`src/design/wsrd_pkg.sv`:
```
// Shared constants and types for the work-stealing range dispatcher.
`default_nettype none
package wsrd_pkg;
	localparam int TASK_BITS   = 24;
	localparam int MAX_WORKERS = 16;
	localparam int BURST       = 32;
	localparam int WID_BITS    = $clog2(MAX_WORKERS);
	localparam int CNT_BITS    = $clog2(MAX_WORKERS + 1);
	localparam int DIV_BITS    = TASK_BITS + 1;
	localparam int DIV_CNT_BITS = $clog2(DIV_BITS);
	localparam int WORD_BITS   = 2 * TASK_BITS;

	typedef logic [TASK_BITS-1:0] task_t;

	localparam logic CMD_START = 1'b0;
	localparam logic CMD_REQ   = 1'b1;

	localparam logic CFG_NUM_WORKERS = 1'b0;
	localparam logic CFG_TOTAL_TASKS = 1'b1;

	localparam task_t BURST_W = TASK_BITS'(BURST);
endpackage
`default_nettype wire

```
`src/design/wsrd_ram.sv`:
```
// Generic single-write, single-read synchronous RAM with registered read data.
`default_nettype none
module wsrd_ram #(
	parameter int WIDTH = 8,
	parameter int DEPTH = 16
) (
	input  wire logic                     clk,
	input  wire logic                     we,
	input  wire logic [$clog2(DEPTH)-1:0] waddr,
	input  wire logic [WIDTH-1:0]         wdata,
	input  wire logic                     re,
	input  wire logic [$clog2(DEPTH)-1:0] raddr,
	output logic      [WIDTH-1:0]         rdata
);
	logic [WIDTH-1:0] mem [DEPTH];

	always_ff @(posedge clk) begin
		if (we) begin
			mem[waddr] <= wdata;
		end
		if (re) begin
			rdata <= mem[raddr];
		end
	end
endmodule
`default_nettype wire

```
`src/design/wsrd_div.sv`:
```
// Radix-2 restoring divider, one quotient bit per cycle.
`default_nettype none
module wsrd_div
	import wsrd_pkg::*;
(
	input  wire logic                clk,
	input  wire logic                arst_n,
	input  wire logic                start,
	input  wire logic [DIV_BITS-1:0] dividend,
	input  wire logic [CNT_BITS-1:0] divisor,
	output logic                     done,
	output logic      [DIV_BITS-1:0] quotient
);
	logic                    busy_q;
	logic [DIV_CNT_BITS-1:0] cnt_q;
	logic [CNT_BITS-1:0]     rem_q;
	logic [DIV_BITS-1:0]     quo_q;
	logic [CNT_BITS:0]       sh;
	logic                    qbit;
	logic [CNT_BITS:0]       diff;

	always_comb begin
		sh   = {rem_q, quo_q[DIV_BITS-1]};
		qbit = (sh >= {1'b0, divisor});
		diff = sh - {1'b0, divisor};
	end

	always_ff @(posedge clk or negedge arst_n) begin
		if (!arst_n) begin
			busy_q <= 1'b0;
			done   <= 1'b0;
			cnt_q  <= '0;
		end else begin
			done <= 1'b0;
			if (start) begin
				busy_q <= 1'b1;
				cnt_q  <= '0;
			end else if (busy_q) begin
				cnt_q <= cnt_q + 1'b1;
				if (cnt_q == DIV_CNT_BITS'(DIV_BITS - 1)) begin
					busy_q <= 1'b0;
					done   <= 1'b1;
				end
			end
		end
	end

	always_ff @(posedge clk) begin
		if (start) begin
			rem_q <= '0;
			quo_q <= dividend;
		end else if (busy_q) begin
			rem_q <= qbit ? diff[CNT_BITS-1:0] : sh[CNT_BITS-1:0];
			quo_q <= {quo_q[DIV_BITS-2:0], qbit};
		end
	end

	assign quotient = quo_q;
endmodule
`default_nettype wire

```
`src/design/work_stealing_range_dispatcher_core.sv`:
```
// Top level: task range dispatcher with per-worker queues held in one RAM.
// A request with work in its own range reads its queue entry, updates it and answers; a steal
// adds a scan of the queue RAM (one read per cycle), then write-back of the peer's entry.
// Start runs the share divider, makes 16 RAM writes, then responds.
// One transaction is in work at a time; the next is accepted while a result waits.
// Reset (arst_n low) empties every range, clears finished state, sets num_workers 1.
`default_nettype none
module work_stealing_range_dispatcher_core
	import wsrd_pkg::*;
(
	input  wire logic                 clk,
	input  wire logic                 arst_n,
	input  wire logic                 cfg_wen,
	input  wire logic                 cfg_index,
	input  wire logic [TASK_BITS-1:0] cfg_data,
	input  wire logic                 in_valid,
	output logic                      in_ready,
	input  wire logic                 cmd,
	input  wire logic [WID_BITS-1:0]  worker_id,
	output logic                      out_valid,
	input  wire logic                 out_ready,
	output logic      [TASK_BITS-1:0] range_start,
	output logic      [TASK_BITS-1:0] range_stop,
	output logic                      has_work,
	output logic                      from_peer,
	output logic      [WID_BITS-1:0]  peer_index,
	output logic                      quit
);
	typedef enum logic [2:0] {
		S_IDLE, S_DIV, S_FILL, S_OWN, S_SCAN, S_STEAL, S_RESP
	} state_t;

	state_t               state_q;
	logic [CNT_BITS-1:0]  nw_q;
	task_t                total_q;
	logic [MAX_WORKERS-1:0] vld_q;
	logic [MAX_WORKERS-1:0] flags_q;
	logic [CNT_BITS-1:0]  fcnt_q;
	logic [WID_BITS-1:0]  w_q;
	task_t                per_q;
	task_t                fb_q;
	logic [CNT_BITS-1:0]  fidx_q;
	logic [CNT_BITS-1:0]  ip_q;
	logic                 rd_vld_s1;
	logic [WID_BITS-1:0]  rd_addr_s1;
	logic [WID_BITS-1:0]  peer_q;
	task_t                pf_q;
	task_t                pb_q;
	task_t                r_start_q;
	task_t                r_stop_q;
	logic                 r_has_q;
	logic                 r_peer_q;
	logic [WID_BITS-1:0]  r_idx_q;
	logic                 r_quit_q;

	logic [CNT_BITS-1:0]  n_eff;
	logic                 ram_we;
	logic [WID_BITS-1:0]  ram_waddr;
	logic [WORD_BITS-1:0] ram_wdata;
	logic                 ram_re;
	logic [WID_BITS-1:0]  ram_raddr;
	logic [WORD_BITS-1:0] ram_rdata;
	task_t                rd_front;
	task_t                rd_back;
	logic [TASK_BITS:0]   fb_sum;
	task_t                fe;
	logic [TASK_BITS:0]   own_sum;
	task_t                own_new;
	logic                 own_has;
	logic [CNT_BITS-1:0]  fcnt_new;
	logic                 self_hit;
	logic                 qual;
	logic                 scan_end;
	task_t                st_b0;
	task_t                st_b;
	logic                 div_start;
	logic [DIV_BITS-1:0]  div_dvd;
	logic                 div_done;
	logic [DIV_BITS-1:0]  div_quo;
	logic                 out_free;

	always_comb begin
		if (nw_q == '0) begin
			n_eff = CNT_BITS'(1);
		end else if (nw_q > CNT_BITS'(MAX_WORKERS)) begin
			n_eff = CNT_BITS'(MAX_WORKERS);
		end else begin
			n_eff = nw_q;
		end
	end

	assign in_ready  = (state_q == S_IDLE);
	assign out_free  = !out_valid || out_ready;
	assign div_start = in_valid && in_ready && (cmd == CMD_START);
	assign div_dvd   = {1'b0, total_q} + DIV_BITS'(n_eff) - DIV_BITS'(1);

	wsrd_div u_div (
		.clk      (clk),
		.arst_n   (arst_n),
		.start    (div_start),
		.dividend (div_dvd),
		.divisor  (n_eff),
		.done     (div_done),
		.quotient (div_quo)
	);

	wsrd_ram #(
		.WIDTH (WORD_BITS),
		.DEPTH (MAX_WORKERS)
	) u_queue_ram (
		.clk   (clk),
		.we    (ram_we),
		.waddr (ram_waddr),
		.wdata (ram_wdata),
		.re    (ram_re),
		.raddr (ram_raddr),
		.rdata (ram_rdata)
	);

	always_comb begin
		rd_front = vld_q[rd_addr_s1] ? ram_rdata[WORD_BITS-1:TASK_BITS] : '0;
		rd_back  = vld_q[rd_addr_s1] ? ram_rdata[TASK_BITS-1:0] : '0;

		fb_sum = {1'b0, fb_q} + {1'b0, per_q};
		fe     = (fb_sum > {1'b0, total_q}) ? total_q : fb_sum[TASK_BITS-1:0];

		own_sum = {1'b0, rd_front} + {1'b0, BURST_W};
		own_new = (own_sum > {1'b0, rd_back}) ? rd_back : own_sum[TASK_BITS-1:0];
		own_has = (rd_front < rd_back);
		fcnt_new = fcnt_q + CNT_BITS'(!flags_q[w_q]);

		self_hit = (rd_addr_s1 == w_q);
		qual     = (own_sum < {1'b0, rd_back});
		scan_end = rd_vld_s1 && ((!self_hit && qual) ||
			({1'b0, rd_addr_s1} == n_eff - CNT_BITS'(1)));

		st_b0 = (pb_q > BURST_W) ? pb_q - BURST_W : '0;
		st_b  = (st_b0 < pf_q) ? pf_q : st_b0;
	end

	always_comb begin
		ram_we    = 1'b0;
		ram_waddr = '0;
		ram_wdata = '0;
		ram_re    = 1'b0;
		ram_raddr = '0;
		unique case (state_q)
			S_IDLE: begin
				ram_re    = in_valid && (cmd == CMD_REQ);
				ram_raddr = worker_id;
			end
			S_FILL: begin
				ram_we    = 1'b1;
				ram_waddr = fidx_q[WID_BITS-1:0];
				ram_wdata = (fidx_q < n_eff) ? {fb_q, fe} : '0;
			end
			S_OWN: begin
				ram_we    = own_has;
				ram_waddr = w_q;
				ram_wdata = {own_new, rd_back};
			end
			S_SCAN: begin
				ram_re    = (ip_q < n_eff);
				ram_raddr = ip_q[WID_BITS-1:0];
			end
			S_STEAL: begin
				ram_we    = 1'b1;
				ram_waddr = peer_q;
				ram_wdata = {pf_q, st_b};
			end
			default: begin
			end
		endcase
	end

	always_ff @(posedge clk or negedge arst_n) begin
		if (!arst_n) begin
			state_q   <= S_IDLE;
			nw_q      <= CNT_BITS'(1);
			total_q   <= '0;
			vld_q     <= '0;
			flags_q   <= '0;
			fcnt_q    <= '0;
			rd_vld_s1 <= 1'b0;
			out_valid <= 1'b0;
		end else begin
			if (cfg_wen) begin
				unique case (cfg_index)
					CFG_NUM_WORKERS: nw_q    <= cfg_data[CNT_BITS-1:0];
					CFG_TOTAL_TASKS: total_q <= cfg_data;
					default: begin
					end
				endcase
			end
			if (ram_we) begin
				vld_q[ram_waddr] <= 1'b1;
			end
			if (out_valid && out_ready && state_q != S_RESP) begin
				out_valid <= 1'b0;
			end
			unique case (state_q)
				S_IDLE: begin
					if (in_valid) begin
						w_q      <= worker_id;
						r_start_q <= '0;
						r_stop_q  <= '0;
						r_has_q   <= 1'b0;
						r_peer_q  <= 1'b0;
						r_idx_q   <= '0;
						r_quit_q  <= (cmd == CMD_REQ) && ({1'b0, worker_id} >= n_eff);
						if (cmd == CMD_START) begin
							state_q <= S_DIV;
						end else if ({1'b0, worker_id} >= n_eff) begin
							state_q  <= S_RESP;
						end else begin
							state_q <= S_OWN;
						end
					end
				end
				S_DIV: begin
					if (div_done) begin
						per_q   <= div_quo[TASK_BITS-1:0];
						fb_q    <= '0;
						fidx_q  <= '0;
						flags_q <= '0;
						fcnt_q  <= '0;
						state_q <= S_FILL;
					end
				end
				S_FILL: begin
					fb_q   <= fe;
					fidx_q <= fidx_q + 1'b1;
					if (fidx_q == CNT_BITS'(MAX_WORKERS - 1)) begin
						state_q <= S_RESP;
					end
				end
				S_OWN: begin
					if (own_has) begin
						r_start_q <= rd_front;
						r_stop_q  <= own_new;
						r_has_q   <= 1'b1;
						state_q   <= S_RESP;
					end else begin
						flags_q[w_q] <= 1'b1;
						fcnt_q       <= fcnt_new;
						if (fcnt_new >= n_eff) begin
							r_quit_q <= 1'b1;
							state_q  <= S_RESP;
						end else begin
							ip_q      <= '0;
							rd_vld_s1 <= 1'b0;
							state_q   <= S_SCAN;
						end
					end
				end
				S_SCAN: begin
					ip_q      <= ip_q + 1'b1;
					rd_vld_s1 <= (ip_q < n_eff) && !scan_end;
					if (rd_vld_s1 && !self_hit) begin
						peer_q <= rd_addr_s1;
						pf_q   <= rd_front;
						pb_q   <= rd_back;
					end
					if (scan_end) begin
						state_q <= S_STEAL;
					end
				end
				S_STEAL: begin
					r_start_q <= st_b;
					r_stop_q  <= pb_q;
					r_has_q   <= (st_b < pb_q);
					r_peer_q  <= 1'b1;
					r_idx_q   <= peer_q;
					state_q   <= S_RESP;
				end
				S_RESP: begin
					if (out_free) begin
						out_valid   <= 1'b1;
						range_start <= r_start_q;
						range_stop  <= r_stop_q;
						has_work    <= r_has_q;
						from_peer   <= r_peer_q;
						peer_index  <= r_idx_q;
						quit        <= r_quit_q;
						state_q     <= S_IDLE;
					end
				end
				default: begin
					state_q <= S_IDLE;
				end
			endcase
		end
	end

	always_ff @(posedge clk) begin
		if (ram_re) begin
			rd_addr_s1 <= ram_raddr;
		end
	end
endmodule
`default_nettype wire

```
`config.mk`:
```
export PLATFORM = sky130hd
export DESIGN_NAME = work_stealing_range_dispatcher_core
export DESIGN_NICKNAME = d
export VERILOG_FILES = /design/src/design/wsrd_pkg.sv /design/src/design/wsrd_ram.sv /design/src/design/wsrd_div.sv /design/src/design/work_stealing_range_dispatcher_core.sv
export SDC_FILE = /design/constraint.sdc
export NUM_CORES = 2
export LEC_CHECK = 0
export BUFFER_PORTS_ARGS = -buffer_cell sky130_fd_sc_hd__buf_4
export CORE_ASPECT_RATIO = 1.1
export CORE_UTILIZATION = 50
export CTS_CLUSTER_SIZE = 10
export DETAILED_ROUTE_END_ITERATION = 6
export PLACE_DENSITY_LB_ADDON = 0.1
export SYNTH_ARGS = -nofsm -noshare
export SYNTH_HDL_FRONTEND = slang
export SYNTH_SLANG_ARGS = --single-unit
```
`constraint.sdc`:
```
create_clock -name clk -period 22.3 [get_ports clk]
set_input_delay 0 -clock clk [delete_from_list [all_inputs] [get_ports clk]]
set_output_delay 0 -clock clk [all_outputs]
set_load 0.1 [all_outputs]
```
Word level (Yosys, flattened, before mapping)
Memory sizes are Yosys's and may differ from the RTL's. A register that Yosys moved wholly into a read port is not among the register bits.
Index checks and enable logic that the tools add are counted.
{"block": "totals", "inputBits": 35, "output_inout_bits": 57, "n_memories": 1, "reg_bits": 336, "elab_cells": 208, "ramBits": 768}
{"block": "op_classes", "order_cmp": 18, "n_addsub": 11, "bitwise_logic": 4, "reduce_logical": 42, "n_mux": 78, "n_eq_ne": 20}
{"memory": "u_queue_ram.mem", "words": 16, "word_bits": 48, "rd": 1, "rd_clocked_by_memory_dff": 1, "wr": 1, "line": "wsrd_ram.sv:15", "text": "logic [WIDTH-1:0] mem [DEPTH];"}
{"cell": "2-to-1 mux 24 bit", "n": 10}
{"cell": "one-hot mux 24 bit (3 select lines)", "n": 2}
{"cell": "one-hot mux 48 bit (3 select lines)", "n": 1}
{"cell": "less-than comparator 24 bit", "n": 3}
{"cell": "> comparator 25 x 24 -> 1 bit", "n": 2}
{"cell": "2-to-1 mux 25 bit", "n": 2}
{"cell": "2-to-1 mux 48 bit", "n": 1}
{"cell": "one-hot mux 24 bit (2 select lines)", "n": 1}
{"cell": "2-to-1 mux 5 bit", "n": 9}
{"cell": "2-to-1 mux 16 bit", "n": 2}
{"cell": "OR 16 bit", "n": 2}
{"cell": "one-hot mux 16 bit (2 select lines)", "n": 1}
{"cell": "one-hot mux 5 bit (2 select lines)", "n": 3}
{"cell": "adder 24 x 24 -> 25 bit", "n": 1}
{"cell": "adder 24 x 5 -> 25 bit", "n": 1}
{"cell": "adder 24 x 6 -> 25 bit, second input constant", "n": 1}
{"cell": "less-than comparator 25 x 24 -> 1 bit", "n": 1}
{"cell": "subtractor 25 x 1 -> 25 bit, second input constant", "n": 1}
{"cell": "> comparator 24 x 6 -> 1 bit, second input constant", "n": 1}
{"cell": "AND reduction 3 bit", "n": 8}
{"cell": "subtractor 24 x 6 -> 24 bit, second input constant", "n": 1}
{"cell": "2-to-1 mux 1 bit", "n": 22}
{"cell": "2-to-1 mux 3 bit", "n": 7}
{"cell": "one-hot mux 3 bit (7 select lines)", "n": 1}
{"cell": "41 further kinds", "n": 89}

Depth between registers and ports, before layout
{"block": "depth", "word_depth": 11, "depth_mapped": 26, "ltp_nobuf": 23}

By module
Synthesis repeated with hierarchy kept, for this count alone.
{"block": "hier_totals", "hier_cells": 3268, "hier_area_um2": 51572.0}
{"mod": "wsrd_ram", "area_each_um2": 30175.2, "instances": 1, "cells_each": 1242}
{"mod": "work_stealing_range_dispatcher_core", "area_each_um2": 19527.5, "instances": 1, "cells_each": 1884}
{"mod": "wsrd_div", "area_each_um2": 1869.3, "instances": 1, "cells_each": 142}

Worst setup path before layout
OpenSTA, ideal clock, no wires.
{"block": "synth_timing", "path_type": "register -> register", "start": "reg rd_addr_s1[0]", "end": "mem u_queue_ram.mem[9][0] (netlist name) (enable)", "required_time_ns": 21.786, "t_arrival_ns": 7.302, "setup_time_ns": 0.514, "n_path_buf": 5, "stages_incl_launch_ff": 17, "slack_ns": 14.484, "synth_period_minus_slack_ns": 7.816, "cell_sequence": "edfxtp_1 -> buf_2 -> mux4_2 -> mux4_2 -> buf_2 -> clkbuf_1 -> clkbuf_1 -> and2_1 -> ha_1 -> a21oi_1 -> a21oi_1 -> o21ai_0 -> or3b_1 -> a21oi_2 -> a311oi_1 -> clkbuf_1 -> nor3_1"}
{"block": "synth_via", "elab_chain_cells": 7, "elab_cells_between_ends": 8}
{"item": "start, declared", "line": "work_stealing_range_dispatcher_core.sv:45", "text": "logic [WID_BITS-1:0] rd_addr_s1;"}
{"item": "start signal, assigned", "line": "work_stealing_range_dispatcher_core.sv:297", "text": "rd_addr_s1 <= ram_raddr;"}
{"item": "binary-select mux 1 bit (select 4 bit)", "line": "work_stealing_range_dispatcher_core.sv:121", "text": "rd_front = vld_q[rd_addr_s1] ? ram_rdata[WORD_BITS-1:TASK_BITS] : '0;"}
{"item": "2-to-1 mux 1 bit (not written as such)", "line": "work_stealing_range_dispatcher_core.sv:121"}
{"item": "2-to-1 mux 24 bit", "line": "work_stealing_range_dispatcher_core.sv:121"}
{"item": "named net rd_front[10]", "line": "work_stealing_range_dispatcher_core.sv:63", "text": "task_t rd_front;"}
{"item": "less-than comparator 24 bit", "line": "work_stealing_range_dispatcher_core.sv:129", "text": "own_has = (rd_front < rd_back);"}
{"item": "one-hot mux 1 bit (2 select lines)", "line": "work_stealing_range_dispatcher_core.sv:147", "text": "unique case (state_q)"}
{"item": "2-to-1 mux 1 bit", "line": "wsrd_ram.sv:18", "text": "if (we) begin"}
{"item": "2-to-1 mux 1 bit (not written as such)", "line": "wsrd_ram.sv:19", "text": "mem[waddr] <= wdata;"}
{"item": "end, declared", "line": "wsrd_ram.sv:15"}
The timed path passes the listed nets, and every way through them passes these cells. The select of a mux whose other input is x is not followed.

Worst setup path after layout
{"block": "layout_timing", "start": "reg rd_addr_s1[0]", "end": "mem u_queue_ram.mem[9][29] (netlist name) (data pin)"}
{"block": "layout_via", "elab_chain_cells": 7, "elab_cells_between_ends": 8}
{"item": "binary-select mux 1 bit (select 4 bit) (*)", "line": "work_stealing_range_dispatcher_core.sv:121"}
{"item": "2-to-1 mux 1 bit (not written as such) (*)", "line": "work_stealing_range_dispatcher_core.sv:121"}
{"item": "2-to-1 mux 24 bit (*)", "line": "work_stealing_range_dispatcher_core.sv:121"}
{"item": "named net rd_front[5]", "line": "work_stealing_range_dispatcher_core.sv:63"}
{"item": "adder 24 x 6 -> 25 bit (*)", "line": "work_stealing_range_dispatcher_core.sv:127", "text": "own_sum = {1'b0, rd_front} + {1'b0, BURST_W};"}
{"item": "> comparator 25 x 24 -> 1 bit", "line": "work_stealing_range_dispatcher_core.sv:128", "text": "own_new = (own_sum > {1'b0, rd_back}) ? rd_back : own_sum[TASK_BITS-1:0];"}
{"item": "2-to-1 mux 24 bit (*)", "line": "work_stealing_range_dispatcher_core.sv:128"}
{"item": "one-hot mux 48 bit (3 select lines) (*)", "line": "work_stealing_range_dispatcher_core.sv:147"}
{"item": "named net ram_wdata[29]", "line": "work_stealing_range_dispatcher_core.sv:59", "text": "logic [WORD_BITS-1:0] ram_wdata;"}
Mark *: on every way through the listed nets, which the timed path passes. The rest lies on a longest branch. The select of a mux whose other input is x is not followed.

==> out/metrics.csv <==
stage;metric;value;unit
routing;TritonRoute pass-1 iters;7;
timing;period utilisation layout;34.45;%
worst_setup_path;total buffers and inverters traversed by the critical path;3;
routing;top metal layer carrying routed signals;met5;
routing;Detail Route met3 WL;14360;um
min_path;Hold WC Path Type;in2reg;
clocking;Max Buffers Root-to-Sink;3;
timing;Slew Viols, Final;0;
synth;count of flip-flops with a built-in enable after synthesis;1069;
clocking;TritonCTS clock tree;yes;
routing;via/cell ratio;6.152;
timing;max frequency;130.2;MHz
placement;cell area after placement;54890;um^2
min_path;Hold Path Cell Cnt;3;
layout;diode count;0;
routing;final wirelength;164200;um
worst_setup_path;family with the most delay on the worst path;compound AO/OA/AOI/OAI gates;
synth;most frequently used flop master after synthesis;sky130_fd_sc_hd__edfxtp_1;
synth;mean instance size in the synthesized netlist;12.06;um^2
timing;setup repair after global routing missed its margin;false;
synth;area share of the largest cell type after synthesis;61.03;%
global_routing;sum of overflow across all layers after global routing;0;
pwr;largest voltage drop on the vdd net;171.5;uV
layout;Net count, final;4741;
min_path;terminating pin of the worst hold path;total_q[4];
placement;dpl hpwl;101800;um
global_routing;vias in the first global route;34210;
worst_setup_path;R2R cell count;18;
die;floorplan row count;124;
timing;endpoints failing hold;0;
layout;# fillers;8578;
synth;count of warnings emitted by yosys;0;
status;violated checks;DRC;
synth;count of cell types in the netlist;82;
synth;nets in the synthesized netlist;4595;
clocking;Reg clk slew, reported paths;0.06;ns
global_routing;wire length of the first global-routing pass;238200;um
status;status;finished with violations;
die;DIE WIDTH;311.2;um
worst_setup_path;slowest stage cell on the critical path;sky130_fd_sc_hd__a31oi_1;
worst_setup_path;biggest cell delay along the critical path;0.88;ns
synth;FF+latch count, synth;1152;
clocking;CTS resizes;0;
worst_setup_path;category of the most critical setup path;reg2reg;
timing;Setup Skew;0.03842;ns
clocking;master cell of the clock root buffer;sky130_fd_sc_hd__clkbuf_16;
die;number of ports placed on the die boundary;92;
synth;Mapped Cells;4360;
routing;detailed-routing wirelength on met1;68690;um
die;chip height;342.2;um
die;Std-Cell Core Area;104100;um^2
timing;min cycle time layout;7.683;ns
worst_setup_path;Data arrival, critical path;8.11;ns
pwr;Pwr per Cell Area;140.4;nW/um^2
placement;DP Worst Slack;14.82;ns
worst_setup_path;Cell Chain, Critical Path;mux4_2 > mux4_2 > buf_4 > nand2_1 > inv_1 > ha_1 > and4_1 > nand2_1 > or3_1 > a21boi_0 > ha_1 > a2111oi_0 > and3_1 > a31oi_1 > a21oi_4 > buf_4 > mux2i_1 > a221o_1;
layout;sequential cell area;34150;um^2
worst_setup_path;maximum fanout count along the critical path;65;
worst_setup_path;worst path required time;22.73;ns
timing;Final TNS setup;0;ns
die;starting utilization of the core area;50.52;%
synth;share of synthesized registers carrying an async set or reset;6.771;%
min_path;Hold Startpoint;cfg_data[4];
synth;leading cell types by count after synthesis;1,069 x sky130_fd_sc_hd__edfxtp_1, 975 x sky130_fd_sc_hd__nand2_1, 419 x sky130_fd_sc_hd__nand3_1;
pwr;total power;8.325;mW
synth;most repeated cell in the gate-level netlist after synthesis;sky130_fd_sc_hd__edfxtp_1;
layout;fraction of final layout cells sized beyond drive strength 1;9.419;%
timing;Worst-Margin Slew;1.178;ns
placement;input/output buffers;91;
layout;Multi-input gate area;17040;um^2
clocking;number of clock buffers inserted by TritonCTS;135;
synth;library cell occupying the most area in the post-synthesis netlist;sky130_fd_sc_hd__edfxtp_1;
clocking;postcts setup bufs;0;
routing;Remaining DRCs;1;
layout;post-route cell area;59300;um^2
synth;share of synthesized area occupied by flip-flops and latches;64.94;%
placement;placer congestion estimate;1.001;
pwr;reported leakage power;22.50;nW
routing;DR WL met2;74890;um
clocking;number of clock sinks seen by CTS;1152;
global_routing;number of antenna violations at the first check in global routing;3;
worst_setup_path;endpoint of the worst-slack reg-to-reg timing path;u_queue_ram.mem[9][29];
synth;top cells by area in the synthesized netlist;sky130_fd_sc_hd__edfxtp_1 61%, sky130_fd_sc_hd__nand2_1 7.0%, sky130_fd_sc_hd__ha_1 4.7%;
worst_setup_path;kind of launch point of the worst setup path;flop;
die;full die area;106500;um^2
timing;Rel. slew slack;21.31;%
global_routing;All-Layer GR Usage;30.81;%
run;# Max-Cap Violations;0;
worst_setup_path;R2R setup slack;14.62;ns
clocking;H-tree depth;4;
global_routing;pin count of the biggest net entering global routing;150;
layout;layout overhead on the synthesized area;12.74;%
worst_setup_path;type of element capturing the critical path;flop;
worst_setup_path;reg-to-reg startpoint;rd_addr_s1[0];
routing;detailed-route wire length per cell;27.70;um
synth;netlist area before placement;52600;um^2
clocking;Worst-Skew Late Latency;0.77;ns
timing;Worst Setup Slack, final;14.62;ns
timing;Setup-failing EPs final;0;
routing;total via count after detailed routing;36480;
routing;violation count after the first detailed-routing iteration;4522;
routing;number of routed nets with antenna violations;0;
cells in the final DEF, fill, tap and decap left out, drive strengths merged, types with 8 or more instances in the layout:
cell type / count
edfxtp: 1069
nand2: 975
nand3: 419
ha: 197
inv: 180
buf: 165
clkbuf: 158
nor2: 122
o21ai: 121
a311oi: 99
a21oi: 95
dfrtp: 77
dlygate4sd3: 76
mux2i: 65
a21o: 60
and3: 59
a31oi: 58
and2: 52
xnor2: 51
a221o: 45
nor3: 45
mux2: 35
xor2: 34
nand4: 28
nand2b: 21
or2: 21
nor2b: 18
o21a: 14
a211oi: 13
o211ai: 13
nor4: 11
a22oi: 11
mux4: 10
clkinv: 10
and4: 9
a21boi: 9
a22o: 8
a32o: 8
worst max path at each step:
stage / start / endpoint / slack, ns / cells after the start
floorplan: rd_addr_s1[0] / u_queue_ram.mem[9][0] / 14.48 / 16
global placement: rd_addr_s1[0] / u_queue_ram.mem[13][32] / 14.80 / 18
detailed placement: rd_addr_s1[0] / u_queue_ram.mem[11][29] / 14.82 / 18
CTS: rd_addr_s1[0] / u_queue_ram.mem[13][32] / 14.79 / 18
global route: rd_addr_s1[0] / u_queue_ram.mem[15][29] / 14.54 / 18
finish: rd_addr_s1[0] / u_queue_ram.mem[9][29] / 14.62 / 18
per-layer routing:
layer | GRT usage [%] | vias up
li1 | - | 16280
met1 | 43.53 | 18220
met2 | 47.64 | 1700
met3 | 5.405 | 285
met4 | 12.03 | 2
met5 | 0 | -
flip-flops by register name, summed over array words and instances (netlist names), 5 cells and up:
register and count:
u_div.rem_q 5, per_q 24, u_queue_ram.rdata 48, u_div.quotient 25, pf_q 24, ip_q 5, nw_q 5, vld_q 16
r_start_q 24, fb_q 24, pb_q 24, flags_q 16, total_q 24, fcnt_q 5, u_div.cnt_q 5, range_stop 24
range_start 24, u_queue_ram.mem 768, fidx_q 5, r_stop_q 24
worst min-delay path: cells and delay by family:
kind | cells | cell delay, ns
mux | 1 | 0.13
buf+inv | 2 | 0.65
through the flow:
step | hold WS, ns | util, % | cells
finish | 0.08321 | 56.96 | 5930
global route | 0.07787 | 56.96 | 5930
CTS | 0.04844 | 56.96 | 5930
floorplan | -0.2956 | - | 4360
detailed placement | -0.1051 | 52.72 | 5679
global placement | -0.1032 | 52.72 | 5679
what timing repair did:
action,in CTS,in global routing
hold buffers,76,0
endpoints found under the hold margin,154,0
setup endpoints to repair,0,0
logic make-up after synthesis:
group	count (synthesis)	share of synthesized area, %
AND/OR/NAND/NOR	1801	15.28
buffers and inverters	406	3.035
AO/OA/AOI/OAI	606	8.110
adder cells (fa/ha/maj)	200	4.801
multiplexers	110	2.422
XOR/XNOR	85	1.415
flip-flops	1152	64.94
cell type report:
class / count / area share (%)
Clock buffer: 158 / 5.896
Clock inverter: 17 / 0.2574
Inverter: 174 / 1.123
Multi-Input combinational cell: 2802 / 28.74
Sequential cell: 1152 / 57.60
Tap cell: 1386 / 2.925
Timing Repair Buffer: 241 / 3.456
where the power goes:
part / internal, mW / switching, mW
Combinational: 0.973 / 2.27
Clock: 1.10 / 0.831
Sequential: 2.91 / 0.249
Note: power is estimated with default switching activity, not from simulation.
